$ cat src/stpa_pkg.sv
// ----------------------------------------------------------------------------
// stpa_pkg
// Shared types, codes and IEEE double helpers for the sparse triple-product
// accumulator.
// ----------------------------------------------------------------------------
package stpa_pkg;

  localparam int COL_W      = 12;
  localparam int IN_DATA_W  = 400;
  localparam int OUT_DATA_W = 208;

  localparam logic [63:0] QNAN_BITS = 64'h7FF8_0000_0000_0000;
  localparam logic [62:0] INF_MAG   = 63'h7FF0_0000_0000_0000;

  // register index (paddr[2])
  localparam logic REG_MODE = 1'b0;

  localparam logic [1:0] MODE_DIAG1   = 2'd0;
  localparam logic [1:0] MODE_DIAG2   = 2'd1;
  localparam logic [1:0] MODE_DIAG3   = 2'd2;
  localparam logic [1:0] MODE_OFFDIAG = 2'd3;

  typedef enum logic {
    OP_ACCUM = 1'b0,
    OP_APPLY = 1'b1
  } op_t;

  typedef logic signed [13:0] fexp_t;

  typedef struct packed {
    logic        start;
    logic [63:0] a;
    logic [63:0] b;
  } fu_req_t;

  typedef struct packed {
    logic        done;
    logic [63:0] value;
  } fu_rsp_t;

  typedef struct packed {
    logic        nan;
    logic        inf;
    logic        zero;
    logic        sign;
    fexp_t       e;
    logic [52:0] m;
  } fp_unp_t;

  function automatic fp_unp_t fp_unpack(input logic [63:0] x);
    fp_unp_t u;
    u.sign = x[63];
    u.nan  = (x[62:52] == 11'h7FF) && (x[51:0] != '0);
    u.inf  = (x[62:52] == 11'h7FF) && (x[51:0] == '0);
    u.zero = (x[62:0] == '0);
    u.m    = {(x[62:52] != '0), x[51:0]};
    u.e    = (x[62:52] == '0) ? fexp_t'(1) : fexp_t'({3'b0, x[62:52]});
    return u;
  endfunction

  function automatic logic [6:0] lzc64(input logic [63:0] x);
    logic [6:0] n;
    n = 7'd64;
    for (int i = 0; i < 64; i++) begin
      if (x[i]) n = 7'(63 - i);
    end
    return n;
  endfunction

  // m: bit 55 integer, 54:3 fraction, 2 guard, 1 round, 0 sticky.
  // Value m/2^55 * 2^(e-1023). Handles subnormal results and overflow.
  function automatic logic [63:0] fp_round(input logic s, input fexp_t e,
                                           input logic [55:0] m);
    logic [6:0]   sh;
    logic [111:0] w;
    logic [55:0]  mm;
    logic [10:0]  eu;
    logic [62:0]  mag;
    logic         inc;
    sh = '0;
    w  = '0;
    mm = m;
    eu = e[10:0];
    if (e >= fexp_t'(2047)) return {s, INF_MAG};
    if (e < fexp_t'(1)) begin
      sh = (e < fexp_t'(-61)) ? 7'd63 : 7'(fexp_t'(1) - e);
      w  = {m, 56'b0} >> sh;
      mm = {w[111:57], w[56] | (|w[55:0])};
      eu = 11'd1;
    end
    mag = {(mm[55] ? eu : 11'd0), mm[54:3]};
    inc = mm[2] & (mm[1] | mm[0] | mm[3]);
    // carry out of the fraction bumps the exponent (incl. to infinity)
    return {s, mag + 63'(inc)};
  endfunction

endpackage

$ cat src/stpa_fmul.sv
// ----------------------------------------------------------------------------
// stpa_fmul
// Double precision multiplier; 53x53 significand product built from four
// 27x27 partial products, one per cycle.
// ----------------------------------------------------------------------------
module stpa_fmul (
  input  logic              clk,
  input  logic              rst,
  input  stpa_pkg::fu_req_t req,
  output stpa_pkg::fu_rsp_t rsp
);
  import stpa_pkg::*;

  typedef enum logic [2:0] {S_IDLE, S_LZC, S_ALIGN, S_MUL, S_ROUND} state_t;

  state_t       state;
  fp_unp_t      na, nb, ua, ub;
  logic [6:0]   lza, lzb;
  logic [52:0]  opa, opb;
  logic [26:0]  pa, pb;
  logic [53:0]  pp;
  logic [6:0]   pp_sh;
  logic [105:0] prod;
  logic [2:0]   cnt;
  logic         sign;
  fexp_t        pexp;

  assign na = fp_unpack(req.a);
  assign nb = fp_unpack(req.b);
  assign pa = cnt[0] ? {1'b0, opa[52:27]} : opa[26:0];
  assign pb = cnt[1] ? {1'b0, opb[52:27]} : opb[26:0];

  always_ff @(posedge clk) begin
    if (rst) begin
      state    <= S_IDLE;
      rsp.done <= 1'b0;
    end else begin
      rsp.done <= 1'b0;
      unique case (state)
        S_IDLE: begin
          if (req.start) begin
            ua   <= na;
            ub   <= nb;
            sign <= req.a[63] ^ req.b[63];
            if (na.nan || nb.nan || (na.inf && nb.zero) || (na.zero && nb.inf)) begin
              rsp.value <= QNAN_BITS;
              rsp.done  <= 1'b1;
            end else if (na.inf || nb.inf) begin
              rsp.value <= {req.a[63] ^ req.b[63], INF_MAG};
              rsp.done  <= 1'b1;
            end else if (na.zero || nb.zero) begin
              rsp.value <= {req.a[63] ^ req.b[63], 63'b0};
              rsp.done  <= 1'b1;
            end else begin
              state <= S_LZC;
            end
          end
        end
        S_LZC: begin
          lza   <= lzc64({ua.m, 11'b0});
          lzb   <= lzc64({ub.m, 11'b0});
          state <= S_ALIGN;
        end
        S_ALIGN: begin
          opa   <= 53'(ua.m << lza);
          opb   <= 53'(ub.m << lzb);
          pexp  <= fexp_t'((ua.e - $signed({1'b0, lza})) + (ub.e - $signed({1'b0, lzb}))
                           - 1023);
          prod  <= '0;
          cnt   <= '0;
          state <= S_MUL;
        end
        S_MUL: begin
          // partial product of this cycle, accumulate the previous one
          if (cnt != 3'd4) begin
            pp    <= pa * pb;
            pp_sh <= (cnt[0] & cnt[1]) ? 7'd54 : ((cnt[0] | cnt[1]) ? 7'd27 : 7'd0);
          end
          if (cnt != 3'd0) prod <= prod + (106'(pp) << pp_sh);
          cnt <= cnt + 3'd1;
          if (cnt == 3'd4) state <= S_ROUND;
        end
        S_ROUND: begin
          if (prod[105])
            rsp.value <= fp_round(sign, pexp + fexp_t'(1), {prod[105:51], |prod[50:0]});
          else
            rsp.value <= fp_round(sign, pexp, {prod[104:50], |prod[49:0]});
          rsp.done <= 1'b1;
          state    <= S_IDLE;
        end
        default: state <= S_IDLE;
      endcase
    end
  end

endmodule

$ cat config.mk
export PLATFORM = sky130hd
export DESIGN_NAME = stpa_fmul
export DESIGN_NICKNAME = d
export VERILOG_FILES = /design/src/stpa_pkg.sv /design/src/stpa_fmul.sv
export SDC_FILE = /design/constraint.sdc
export NUM_CORES = 2
export LEC_CHECK = 0
export ABC_AREA = 1
export BUFFER_PORTS_ARGS = -buffer_cell sky130_fd_sc_hd__buf_2
export CORE_MARGIN = 1
export CORE_UTILIZATION = 48
export CTS_BUF_LIST = sky130_fd_sc_hd__clkbuf_2
export DETAILED_ROUTE_END_ITERATION = 8
export SETUP_SLACK_MARGIN = 0.1
export SLEW_MARGIN = 30
export SYNTH_ARGS = -nofsm -noshare
export SYNTH_HDL_FRONTEND = slang
export SYNTH_SLANG_ARGS = --single-unit
$ cat constraint.sdc
create_clock -name clk -period 23.8 [get_ports clk]
set_input_delay 4.76 -clock clk [delete_from_list [all_inputs] [get_ports clk]]
set_output_delay 4.76 -clock clk [all_outputs]
set_load 0.005 [all_outputs]
[Word-level counts from Yosys, hierarchy flattened]
Index checks and enable logic that the tools add are counted.
Word-level totals
  register bits: 501
  bits in latches: 0
  bits in writable memories: 0
  ROM bits: 0
  bits of input ports: 131
  output and inout bits: 65
  logic and storage cells: 286
  memories kept: 0
Cells by class
  $add $sub $neg: 11
  multiply operators: 1
  div/mod/pow operators: 0
  $lt $le $gt $ge: 6
  equal/unequal tests: 15
  shift-type cells: 5
  mux-type cells: 158
  bitwise logic cells: 12
  reductions and logical operators: 49
Operator list (count)
  2-to-1 mux 56 bit: 10
  2-to-1 mux 64 bit: 5
  2-to-1 mux 65 bit: 4
  2-to-1 mux 6 bit: 40
  >> shifter 112 x 7 -> 112 bit: 2
  one-hot mux 106 bit (2 select lines): 1
  2-to-1 mux 5 bit: 33
  2-to-1 mux 11 bit: 12
  one-hot mux 65 bit (2 select lines): 1
  adder 63 x 1 -> 63 bit: 2
  logical NOT 63 bit: 2
  OR reduction 56 bit: 2
  adder 106 bit: 1
  2-to-1 mux 106 bit: 1
  << shifter 53 x 7 -> 53 bit: 2
  << shifter 54 x 7 -> 106 bit: 1
  logical NOT 52 bit: 2
  nonzero test 52 bit: 2
  OR reduction 52 bit: 2
  2-to-1 mux 4 bit: 16
  OR reduction 32 bit: 2
  multiplier 27 x 27 -> 54 bit: 1
  2-to-1 mux 27 bit: 2
  OR reduction 51 bit: 1
  other kinds (42): 110

[Depth between registers and ports, before layout]
  depth after elaboration: 52
  gate-level depth with buffers: 51
  gate-level depth less buffers: 51

[Worst setup path before layout]
No wires, ideal clock.
  kind: in2reg
  start: input rst
  end: register sign, enable pin
  library setup time: 775 ps
  data arrival time: 13774 ps
  required time: 23025 ps
  slack: 9251 ps
  stages: 2
  path through: clkbuf_1 > nor3_1
Between the ends
  word-level cells in the longest chain between the ends: 2
RTL lines
  from (decl): line stpa_fmul.sv:8  | input logic rst,
  NOT 1 bit (no line)
  AND reduction 3 bit (no line)
  to (signal assigned): line stpa_fmul.sv:44  | sign <= req.a[63] ^ req.b[63];
  to (decl): line stpa_fmul.sv:25  | logic sign;
No other way between the ends.
A chain may end at the register's enable or synchronous reset.

[Worst setup path in the final report]
  start: register cnt[0]
  end: register pp[51], data pin
Between the ends
  word-level cells in the longest chain between the ends: 2
RTL lines
  from (decl): line stpa_fmul.sv:24  | logic [2:0] cnt;
  from (signal assigned): line stpa_fmul.sv:80  | cnt <= cnt + 3'd1;
  2-to-1 mux 27 bit: line stpa_fmul.sv:30  | assign pa = cnt[0] ? {1'b0, opa[52:27]} : opa[26:0];
  multiplier 27 x 27 -> 54 bit: line stpa_fmul.sv:76  | pp <= pa * pb;
  to (signal assigned): line stpa_fmul.sv:76
  to (decl): line stpa_fmul.sv:21  | logic [53:0] pp;
No other way between the ends.

==> results.sh <==
export IMPL_drt_iter0_drc=8929
export IMPL_grt_overflow=0
export IMPL_clk_pin_slew_worst_paths_ns=0.10
export IMPL_hold_buffers=0
export IMPL_antenna_found_initial=31
export IMPL_criticalPathCategory="register to register"
export IMPL_cts_resized=0
export IMPL_port_buffers=195
export IMPL_ys_types=82
export IMPL_critPathSlowestCell="edfxtp_1"
export IMPL_clock_sinks=497
export IMPL_htreeDepth=4
export IMPL_dr_pass1_iters=9
export IMPL_cts_root_buffer_cell="clkbuf_2"
export IMPL_r2r_cells=44
export IMPL_maxCapViolations=0
export IMPL_ys_ff_latch=497
export IMPL_grt_pass1_wl_um=459000
export IMPL_seq_area_frac_synth_pct=20.5
export IMPL_timing_rr_start="cnt[0]"
export IMPL_synth_main_ff_cell="edfxtp_1"
export IMPL_grt_pass1_vias=70542
export IMPL_relSlewSlack_pct=27.1
export IMPL_nFillCells=15461
export IMPL_status="finished, violations left"
export IMPL_hold_ws_ns=0.593
export IMPL_synth_largest_area_cell="edfxtp_1"
export IMPL_crit_arrival_ns=11.68
export IMPL_ys_warn_count=0
export IMPL_crit_top_cell="nand2_1"
export IMPL_synth_area_um2=72500
export IMPL_syn_avg_cell_area_um2=6.97
export IMPL_worstHoldStart="ub[52]"
export IMPL_slew_viol_final=0
export IMPL_routed_wl_um=313000
export IMPL_fin_skew_ns=0.164
export IMPL_cts_buffers=146
export IMPL_post_cts_buffers=0
export IMPL_rsz0062_at_grt="no"
export IMPL_fin_nets=11464
export IMPL_slowest_delay_ns=1.00
export IMPL_violations="DRC"
export IMPL_syn_num_nets=11498
export IMPL_layout_drive_gt1_share_pct=8.36
export IMPL_fin_tns_setup_ns=0
export IMPL_ios=196
export IMPL_setup_violations=0
export IMPL_ys_top_cells_by_area="edfxtp_1 20%, fa_1 17%, nand2_1 14%"
export IMPL_hold_class="register to register"
export IMPL_initial_core_util_pct=48.4
export IMPL_vias=73702
export IMPL_area_delta_synth_final_pct=5.17
export IMPL_reg2reg_to="pp[51]"
export IMPL_cts_tree="done"
export IMPL_critPathMaxFanout=29
export IMPL_grt_start_max_net_pins=107
export IMPL_synth_top_area_share_pct=20.4
export IMPL_min_to="lzb[0]"
export IMPL_drc=1
export IMPL_start_kind="register"
export IMPL_final_cell_area_um2=76300
export IMPL_end_kind="register"
export IMPL_tightest_slew_ns=1.09
export IMPL_via_per_inst=5.89
export IMPL_post_dp_cell_area_um2=74900
export IMPL_row_count=142
export IMPL_place_congestion=1.12
export IMPL_die_h_um=391
export IMPL_post_drt_wl_per_cell_um=25.0
export IMPL_syn_inst=10404
export IMPL_whs_path_depth=1
export IMPL_dpl_hpwl_um=253000
export IMPL_ant_nets=0
export IMPL_async_flop_share_pct=0
export IMPL_finalHoldViolations=0
export IMPL_synth_edf_count=493
export IMPL_core_um2=150000
export IMPL_max_freq_ghz=0.0959
export IMPL_reg2reg_slack_ns=13.37
export IMPL_fp_dieW_um=391
export IMPL_dieArea_um2=153000
export IMPL_timing_final_crit_share_pct=43.8
export IMPL_min_period_ns=10.43
export IMPL_clk_latency_ns=1.63
export IMPL_ctsLongestPathBuffers=3
export IMPL_grt_use_total_pct=40.8
export IMPL_cp_required_ns=25.05
## synthesized netlist by cell type (all sizes together), types with 6 or more instances
cell type and count:
a211oi 6, a21boi 13, a21o 7, a21oi 458, a22oi 7, a31o 12, a31oi 101, and2 8
and3 6, buf 166, clkbuf 339, clkinv 14, edfxtp 493, fa 628, ha 335, inv 1495
mux2i 139, nand2 2839, nand3 328, nand3b 12, nand4 87, nor2 977, nor3 106, nor4 76
o211ai 34, o21a 45, o21ai 1261, o21bai 15, o221ai 7, o22ai 97, o31ai 13, or2 109
or4 10, xnor2 36, xor2 95
## flip-flops by register name, summed over array words and instances, names as in the netlist
register / flops
ub: 64
state: 3
ua: 64
opa: 53
lza: 7
cnt: 3
lzb: 7
pp: 54
prod: 106
sign: 1
rsp: 65
pp_sh: 3
opb: 53
pexp: 14
## placed cells by master (no fill, tap or decap), types with 15 or more instances in the layout
cell type  Yosys  layout
a21oi_1      458     456
a31oi_1      101      99
buf_2         55     195
buf_4         11     129
clkbuf_2       1     196
clkinv_1      13      47
diode_2        0      26
edfxtp_1     493     493
fa_1         628     628
ha_1         335     335
inv_1       1446    1437
inv_2         47      53
mux2i_1      139     139
nand2_1     2802    2800
nand2_2       28      30
nand3_1      324     324
nand4_1       87      87
nor2_1       938     934
nor2_2        22      23
nor2_4        15      18
nor3_1        94      91
nor4_1        71      71
o211ai_1      34      34
o21a_1        45      45
o21ai_0      919     904
o21ai_1      310     319
o21ai_2       32      37
o21bai_1      15      15
o22ai_1       86      86
or2_2         94      94
xnor2_1       36      36
xor2_1        95      95
## per-layer routing
| metal | share of wire, % | wire length [um] | track usage [%] |
|---|---|---|---|
| met2 | 43 | 135000 | 61.8 |
| met3 | 11 | 33800 | 10.4 |
| met4 | 6.8 | 21400 | 23.7 |
| met5 | 0.044 | 137 | 0 |
| met1 | 39 | 123000 | 52.7 |
## stage by stage
stage	utilization, %	worst slack (ns)	cells
floorplan	-	9.25	10404
global placement	49.9	13.55	12237
detailed placement	49.9	13.33	12237
CTS	50.8	13.36	12492
global route	50.9	12.58	12509
finish	50.9	13.37	12519
## cells by family after synthesis
| logic type | synth area share, % |
|---|---|
| AO/OA/AOI/OAI | 15.8 |
| XOR/XNOR | 1.58 |
| adder cells (fa/ha/maj) | 23.1 |
| buffers and inverters | 10.9 |
| flip-flops | 20.5 |
| multiplexers | 1.92 |
| AND/OR/NAND/NOR | 26.1 |
## critical path, delay by kind of cell, from the launching register on
kind | cells | cell delay [ns]
DFF | 1 | 1.00
buffers and inverters | 7 | 1.19
adders and majority gates | 8 | 2.85
AOI/OAI and AO/OA | 12 | 3.00
xor gates and xnor gates | 1 | 0.11
and+or+nand+nor | 16 | 2.05
## how the worst max path moves through the flow
stage           start  cells past startpoint     end  slack [ns]
3_5_place_dp   cnt[1]                     42  pp[53]       13.33
2_1_floorplan     rst                      2    sign        9.25
3_3_place_gp   cnt[1]                     41  pp[53]       13.55
6_report       cnt[0]                     44  pp[51]       13.37
4_1_cts        cnt[1]                     39  pp[51]       13.36
5_1_grt        cnt[0]                     44  pp[51]       12.58
## cell type report
cell class	instances	area (um^2)	share of cell area, %
clock buffers	196	981	1.29
inverters	1509	5690	7.45
flip-flops and latches	497	14900	19.5
diodes	26	65.1	0.0853
repair buffers	325	1960	2.57
multi-input cells	7891	49800	65.3
clock inverters	59	352	0.461
well taps	2016	2520	3.31
Power is not shown: default switching activity piles up to over one toggle a cycle in this logic, so the estimate is an artifact.
