`src/stpa_pkg.sv`:
```
// ----------------------------------------------------------------------------
// stpa_pkg
// Shared types, codes and IEEE double helpers for the sparse triple-product
// accumulator.
// ----------------------------------------------------------------------------
package stpa_pkg;

  localparam int COL_W      = 12;
  localparam int IN_DATA_W  = 400;
  localparam int OUT_DATA_W = 208;

  localparam logic [63:0] QNAN_BITS = 64'h7FF8_0000_0000_0000;
  localparam logic [62:0] INF_MAG   = 63'h7FF0_0000_0000_0000;

  // register index (paddr[2])
  localparam logic REG_MODE = 1'b0;

  localparam logic [1:0] MODE_DIAG1   = 2'd0;
  localparam logic [1:0] MODE_DIAG2   = 2'd1;
  localparam logic [1:0] MODE_DIAG3   = 2'd2;
  localparam logic [1:0] MODE_OFFDIAG = 2'd3;

  typedef enum logic {
    OP_ACCUM = 1'b0,
    OP_APPLY = 1'b1
  } op_t;

  typedef logic signed [13:0] fexp_t;

  typedef struct packed {
    logic        start;
    logic [63:0] a;
    logic [63:0] b;
  } fu_req_t;

  typedef struct packed {
    logic        done;
    logic [63:0] value;
  } fu_rsp_t;

  typedef struct packed {
    logic        nan;
    logic        inf;
    logic        zero;
    logic        sign;
    fexp_t       e;
    logic [52:0] m;
  } fp_unp_t;

  function automatic fp_unp_t fp_unpack(input logic [63:0] x);
    fp_unp_t u;
    u.sign = x[63];
    u.nan  = (x[62:52] == 11'h7FF) && (x[51:0] != '0);
    u.inf  = (x[62:52] == 11'h7FF) && (x[51:0] == '0);
    u.zero = (x[62:0] == '0);
    u.m    = {(x[62:52] != '0), x[51:0]};
    u.e    = (x[62:52] == '0) ? fexp_t'(1) : fexp_t'({3'b0, x[62:52]});
    return u;
  endfunction

  function automatic logic [6:0] lzc64(input logic [63:0] x);
    logic [6:0] n;
    n = 7'd64;
    for (int i = 0; i < 64; i++) begin
      if (x[i]) n = 7'(63 - i);
    end
    return n;
  endfunction

  // m: bit 55 integer, 54:3 fraction, 2 guard, 1 round, 0 sticky.
  // Value m/2^55 * 2^(e-1023). Handles subnormal results and overflow.
  function automatic logic [63:0] fp_round(input logic s, input fexp_t e,
                                           input logic [55:0] m);
    logic [6:0]   sh;
    logic [111:0] w;
    logic [55:0]  mm;
    logic [10:0]  eu;
    logic [62:0]  mag;
    logic         inc;
    sh = '0;
    w  = '0;
    mm = m;
    eu = e[10:0];
    if (e >= fexp_t'(2047)) return {s, INF_MAG};
    if (e < fexp_t'(1)) begin
      sh = (e < fexp_t'(-61)) ? 7'd63 : 7'(fexp_t'(1) - e);
      w  = {m, 56'b0} >> sh;
      mm = {w[111:57], w[56] | (|w[55:0])};
      eu = 11'd1;
    end
    mag = {(mm[55] ? eu : 11'd0), mm[54:3]};
    inc = mm[2] & (mm[1] | mm[0] | mm[3]);
    // carry out of the fraction bumps the exponent (incl. to infinity)
    return {s, mag + 63'(inc)};
  endfunction

endpackage

```
`src/stpa_fadd.sv`:
```
// ----------------------------------------------------------------------------
// stpa_fadd
// Double precision adder: align, add, leading-zero count, normalize, round.
// ----------------------------------------------------------------------------
module stpa_fadd (
  input  logic              clk,
  input  logic              rst,
  input  stpa_pkg::fu_req_t req,
  output stpa_pkg::fu_rsp_t rsp
);
  import stpa_pkg::*;

  typedef enum logic [2:0] {S_IDLE, S_ALN, S_SUM, S_LZC, S_NRM, S_RND} state_t;

  state_t       state;
  fp_unp_t      na, nb, ubig, usm;
  logic [63:0]  av, bv, big, small_op;
  fexp_t        d;
  logic [6:0]   sh;
  logic [111:0] w;
  logic [55:0]  big56, sm56, m;
  logic [56:0]  s57;
  logic [6:0]   lz;
  logic         sign, sub, zs;
  fexp_t        e;

  assign na = fp_unpack(req.a);
  assign nb = fp_unpack(req.b);

  // alignment of the smaller magnitude
  always_comb begin
    big      = (av[62:0] >= bv[62:0]) ? av : bv;
    small_op = (av[62:0] >= bv[62:0]) ? bv : av;
    ubig     = fp_unpack(big);
    usm      = fp_unpack(small_op);
    d        = ubig.e - usm.e;
    sh       = (d > fexp_t'(56)) ? 7'd57 : d[6:0];
    w        = {usm.m, 3'b0, 56'b0} >> sh;
  end

  always_ff @(posedge clk) begin
    if (rst) begin
      state    <= S_IDLE;
      rsp.done <= 1'b0;
    end else begin
      rsp.done <= 1'b0;
      unique case (state)
        S_IDLE: begin
          if (req.start) begin
            av <= req.a;
            bv <= req.b;
            if (na.nan || nb.nan || (na.inf && nb.inf && (req.a[63] != req.b[63]))) begin
              rsp.value <= QNAN_BITS;
              rsp.done  <= 1'b1;
            end else if (na.inf) begin
              rsp.value <= req.a;
              rsp.done  <= 1'b1;
            end else if (nb.inf) begin
              rsp.value <= req.b;
              rsp.done  <= 1'b1;
            end else begin
              state <= S_ALN;
            end
          end
        end
        S_ALN: begin
          big56 <= {ubig.m, 3'b0};
          sm56  <= {w[111:57], w[56] | (|w[55:0])};
          e     <= ubig.e;
          sign  <= big[63];
          sub   <= av[63] ^ bv[63];
          zs    <= av[63] & bv[63];
          state <= S_SUM;
        end
        S_SUM: begin
          s57   <= sub ? ({1'b0, big56} - {1'b0, sm56}) : ({1'b0, big56} + {1'b0, sm56});
          state <= S_LZC;
        end
        S_LZC: begin
          if (s57 == '0) begin
            // exact zero: negative only when both operands were negative
            rsp.value <= {zs, 63'b0};
            rsp.done  <= 1'b1;
            state     <= S_IDLE;
          end else if (s57[56]) begin
            m     <= {s57[56:2], s57[1] | s57[0]};
            e     <= e + fexp_t'(1);
            state <= S_RND;
          end else begin
            lz    <= lzc64({s57[55:0], 8'b0});
            state <= S_NRM;
          end
        end
        S_NRM: begin
          m     <= 56'(s57[55:0] << lz);
          e     <= e - $signed({1'b0, lz});
          state <= S_RND;
        end
        S_RND: begin
          rsp.value <= fp_round(sign, e, m);
          rsp.done  <= 1'b1;
          state     <= S_IDLE;
        end
        default: state <= S_IDLE;
      endcase
    end
  end

endmodule

```
`config.mk`:
```
export PLATFORM = sky130hd
export DESIGN_NAME = stpa_fadd
export DESIGN_NICKNAME = d
export VERILOG_FILES = /design/src/stpa_pkg.sv /design/src/stpa_fadd.sv
export SDC_FILE = /design/constraint.sdc
export NUM_CORES = 2
export LEC_CHECK = 0
export BUFFER_PORTS_ARGS = -buffer_cell sky130_fd_sc_hd__clkbuf_2
export CAP_MARGIN = 40
export CORE_MARGIN = 5
export CORE_UTILIZATION = 40
export CTS_CLUSTER_DIAMETER = 60
export CTS_CLUSTER_SIZE = 14
export DETAILED_ROUTE_END_ITERATION = 16
export HOLD_SLACK_MARGIN = 0.02
export PLACE_DENSITY_LB_ADDON = 0.2
export SYNTH_ARGS = -nofsm -noshare
export SYNTH_HDL_FRONTEND = slang
export SYNTH_SLANG_ARGS = --single-unit
```
`constraint.sdc`:
```
create_clock -name clk -period 16.5 [get_ports clk]
set_input_delay 1.65 -clock clk [delete_from_list [all_inputs] [get_ports clk]]
set_output_delay 1.65 -clock clk [all_outputs]
set_load 0.005 [all_outputs]
```
After elaboration in Yosys (flattened, before gate mapping). Cells that the tools add are included.

Register bits: 442. Latch bits: 0. Bits in writable memories: 0. Bits in read-only memories: 0. Input bits: 131. Output and inout port bits: 65. Logic and storage cells: 194. Memories: 0.

Add/sub/neg operators: 7. Multiply operators: 0. Divide/modulo/power cells: 0. $lt $le $gt $ge: 5. Eq/ne operators: 16. Shift operators: 3. Mux-type cells: 95. Bitwise operators: 11. Reductions and logical operators: 37.

Operators with widths (number): $mux 56 (6); $mux 65 (5); $shr 112x7->112 (2); $pmux 65 s3 (1); $mux 64 (3); $mux 6 (23); $pmux 56 s2 (1); $reduce_or 56->1 (2); $logic_not 52->1 (2); $reduce_bool 52->1 (2); $mux 5 (16); $mux 11 (7); $add 63x1->63 (1); $ge 63x63->1 (1); $mux 63 (1); $add 56x56->57 (1); $logic_not 57->1 (1); $mux 57 (1); $sub 56x56->57 (1); $shl 56x7->56 (1); $reduce_or 55->1 (1); $pmux 14 s3 (1); $mux 4 (8); $reduce_or 32->1 (1); other kinds (40) (85).

Longest topological paths before layout.
Word-level depth: 55. Depth in mapped cells: 42. Gate-level depth less buffers: 34.

Worst setup path before layout. No wires, ideal clock.

Kind: input to register. From: input rst. To: register state[1]. Library setup time: 0.126 ns. Arrival time: 14.303 ns. Required time: 16.374 ns. Setup slack: 2.071 ns. Stages on the path: 3. Buffers on the path: 1. Cells stage by stage: clkbuf_1 > nor4b_1 > or2_2.

RTL lines: from (decl) (line stpa_fadd.sv:7) `input logic rst,`; to (signal assigned) (line stpa_fadd.sv:43) `state <= S_IDLE;`; to (signal assigned) (line stpa_fadd.sv:62) `state <= S_ALN;`; to (signal assigned) (line stpa_fadd.sv:73) `state <= S_SUM;`; to (decl) (line stpa_fadd.sv:15) `state_t state;`.

Worst setup path in the final report.
From: register av[24]. To: register sm56[0] (data pin).

Word-level cells in the longest chain between the ends: 10. Elaborated cells on any way between the ends: 14. Those cells by class: add/sub (1); order compare (2); shift (1); mux (5); bitwise (1); reduce/logical (4).

RTL lines: from (decl) (line stpa_fadd.sv:17) `logic [63:0] av, bv, big, small_op;`; from (signal assigned) (line stpa_fadd.sv:50) `av <= req.a;`; $ge 63x63->1 (line stpa_fadd.sv:32, stpa_fadd.sv:33); $mux 64 or $mux 63 (tied branches) (line stpa_fadd.sv:32, stpa_fadd.sv:33); $logic_not 11->1 (line stpa_pkg.sv:57) `u.e = (x[62:52] == '0) ? fexp_t'(1) : fexp_t'({3'b0, x[62:52]});`; $mux 11 (line stpa_pkg.sv:57); $sub 11x11->12 (line stpa_fadd.sv:36) `d = ubig.e - usm.e;`; $gt 12x7->1 (line stpa_fadd.sv:37) `sh = (d > fexp_t'(56)) ? 7'd57 : d[6:0];`; $mux 7 (line stpa_fadd.sv:37); $shr 112x7->112 * (line stpa_fadd.sv:38) `w = {usm.m, 3'b0, 56'b0} >> sh;`; $reduce_or 56->1 (line stpa_fadd.sv:68) `sm56 <= {w[111:57], w[56] | (|w[55:0])};`; $or 1x1->1 * (line stpa_fadd.sv:68); to (signal assigned) (line stpa_fadd.sv:68); to (decl) (line stpa_fadd.sv:21) `logic [55:0] big56, sm56, m;`.

Mark *: on every way between the ends. The rest lies on a longest branch, timed or not. A chain may end at the register's enable or synchronous reset.

==> results_dict.tcl <==
set metrics [dict create \
    rsz0062_at_grt "false" \
    clock-sinks 442 \
    crit_path_end_kind "register" \
    hold_depth 2 \
    async_reset_ff_share_pct 0 \
    drt_pass1_iterations 8 \
    avgViaCountPerCell 6.30 \
    fin_crit_ns 10.80 \
    portBuffers 195 \
    htree_num_levels 2 \
    path_buf_inv 5 \
    cts_tree "yes" \
    remaining_drc_errors 0 \
    initial_utilization_pct 40.3 \
    finalSetupViolations 0 \
    synthAdderAreaFrac_pct 6.27 \
    max-cap-violations 0 \
    drtIter0Drc 4360 \
    max-vdd-ir-drop_mv 0.0931 \
    synth.largest_area_cell "edfxtp_1" \
    num_io_pins 196 \
    start_kind "register" \
    cpMaxStageDelayCell "or4_1" \
    tns_ns 0 \
    clk_pin_slew_ns 0.06 \
    cts_buffers 54 \
    drt.antenna.violating_nets 0 \
    powerDensity_nw_per_um2 110 \
    min_from "bv[63]$_DFFE_PP_" \
    hold_end "sign$_DFFE_PP_" \
    rows 116 \
    synth_top_area_share_pct 32.7 \
    cts_setup_buffers 0 \
    wl_per_cell_um 24.9 \
    fin_nets 4958 \
    period_share_pct 65.4 \
    ys_warn_count 0 \
    dp_hpwl_um 116000 \
    critical_path_arrival_ns 11.16 \
    post_cts_resize_count 0 \
    syn_inst 4580 \
    crit_required_ns 16.86 \
    fmax_ghz 0.0926 \
    ys_top_cells_by_count "nand2_1, nor2_1, edfxtp_1" \
    status "finished clean" \
    clock-root-buffer "clkbuf_16" \
    cts_hold_buf 0 \
    antenna_found_initial 6 \
    slew_viol_final 0 \
    grt_pass1_wl_um 222000 \
    dieArea_um2 107000 \
    clk_latency_ns 0.67 \
    synth_edf_count 438 \
    reg2reg_slack_ns 5.70 \
    die-width_um 327 \
    critical-path-max-stage-delay_ns 0.79 \
    grt-ovfl-total 0 \
    fin_util_pct 44.4 \
    core_area_um2 100000 \
    synthMuxAreaShare_pct 13.6 \
    criticalPathCategory "reg -> reg" \
    synth.cell_area_um2 40300 \
    synthSimpleGateAreaFrac_pct 17.6 \
    routed_wl_um 148000 \
    area_growth_pct 10.2 \
    ys_seq_area_share_pct 32.9 \
    synth_top_family_by_area "compound AO/OA/AOI/OAI gates" \
    synth-xor-area-share_pct 2.65 \
    power.leakage_nw 16.9 \
    final_hold_viol_count 0 \
    grt_start_max_net_pins 80 \
    timing.rr.end "sm56[0]$_DFFE_PP_" \
    num_vias 37576 \
    syn-num-nets 4911 \
    fin_skew_ns 0.0624 \
    critPathTopFamily "compound AO/OA/AOI/OAI gates" \
    synthTopCellsByArea "edfxtp_1, mux2i_1, ha_1" \
    avgSynthCellArea_um2 8.79 \
    die_h_um 327 \
    clk_path_buf_depth 3 \
    yosys.cell_types.count 110 \
    r2r_cells 34 \
    synth_compound_area_share_pct 21.8 \
    post_route_cells_drive_above_1_share_pct 12.9 \
    r2r_start "av[24]$_DFFE_PP_" \
    tightest_slew_ns 0.934 \
    hold_class "reg -> reg" \
    synth.most_common_cell "nand2_1" \
    synth_seq_cells 442 \
    globalRouteTotalUtil_pct 26.4 \
    slew_headroom_pct 37.3 \
    ys.flop_type "edfxtp_1" \
    cp_max_fo 50 \
    place_congestion 0.994 \
    grt_pass1_vias 35035 \
]
layout by cell type, fill, tap and decap left out, types with 14 or more instances in the layout:
cell,n
nand2_1,524
nor2_1,454
edfxtp_1,438
a21oi_1,335
o21ai_0,281
mux2i_1,275
inv_1,222
ha_1,196
clkbuf_2,195
nor3_1,116
nand3_1,98
xnor2_1,88
mux4_2,81
nor4_1,72
buf_4,72
mux2_2,64
o221ai_1,58
a211oi_1,56
o22ai_1,55
o211ai_1,54
clkbuf_16,54
a22oi_1,49
a21o_1,43
a31oi_1,41
and2_1,38
nand4_1,36
xor2_1,34
o21bai_1,34
and3_1,31
o31ai_1,31
or3_1,31
nand2b_1,31
nor2b_1,27
a22o_1,27
a221oi_1,25
o21ai_1,17
o2111ai_1,17
a2111oi_0,15
or2_2,14
metal layers:
metal / GRT usage, % / wire (um) / vias up
met2: 43.0 / 68600 / 1768
met4: 8.44 / 5700 / 2
met1: 36.6 / 63700 / 18021
met5: 0 / 10 / -
li1: - / - / 17441
met3: 3.44 / 10300 / 344
cells by family after synthesis:
family	after synthesis
AND/OR/NAND/NOR	1544
multiplexers	428
XOR/XNOR	122
buffers and inverters	515
AO/OA/AOI/OAI	1329
adder cells (fa/ha/maj)	200
flip-flops	442
worst max path at each step:
stage                                  endpoint             start  cells after the start
after floorplan           state[1]$_SDFFE_PP0P_               rst                      3
after detailed placement      sm56[0]$_DFFE_PP_  av[24]$_DFFE_PP_                     34
final                         sm56[0]$_DFFE_PP_  av[24]$_DFFE_PP_                     34
after global routing          sm56[0]$_DFFE_PP_  bv[24]$_DFFE_PP_                     36
after CTS                     sm56[0]$_DFFE_PP_  av[24]$_DFFE_PP_                     34
after global placement        sm56[0]$_DFFE_PP_  av[24]$_DFFE_PP_                     34
registers in the layout, summed over array words and instances, names as in the netlist, 3 cells and up:
signal	flops
bv	64
big56	53
s57	57
av	64
rsp	65
e	14
sm56	56
lz	7
state	3
m	56
worst reg2reg max path: cells and delay by family, from the launching register on:
kind | cells | cell delay [ns]
AOI/OAI and AO/OA | 12 | 3.84
adders and majority gates | 3 | 0.99
buffers and inverters | 5 | 1.53
DFF | 1 | 0.49
muxes | 1 | 0.23
and+or+nand+nor | 13 | 3.39
final cells by class:
class	instances	area, um2
Clock inverter	35	379
Inverter	226	848
Multi-Input combinational cell	3623	25200
Fill cell	9780	55600
Timing Repair Buffer	280	1750
Sequential cell	442	13200
Tap cell	1298	1620
Clock buffer	57	1360
Antenna cell	1	2.50
per-stage QoR:
| stage | cell area (um2) | power, mW | setup WS (ns) | std cells | hold WS, ns |
|---|---|---|---|---|---|
| after global routing | 44400 | 5.10 | 5.19 | 5961 | 0.652 |
| after floorplan | 40300 | 2.91 | 2.07 | 4580 | 0.475 |
| final | 44400 | 4.88 | 5.70 | 5962 | 0.605 |
| after global placement | 42400 | 3.67 | 6.17 | 5850 | 0.587 |
| after CTS | 44400 | 4.84 | 5.98 | 5961 | 0.614 |
| after detailed placement | 42700 | 3.66 | 6.06 | 5869 | 0.599 |
report_power, final:
part           internal [mW]  total [mW]  switching, mW
Combinational          0.749        2.33           1.58
Sequential              1.32        1.39         0.0648
Clock                  0.647        1.16          0.516
Power figures use the tool's default switching activity.
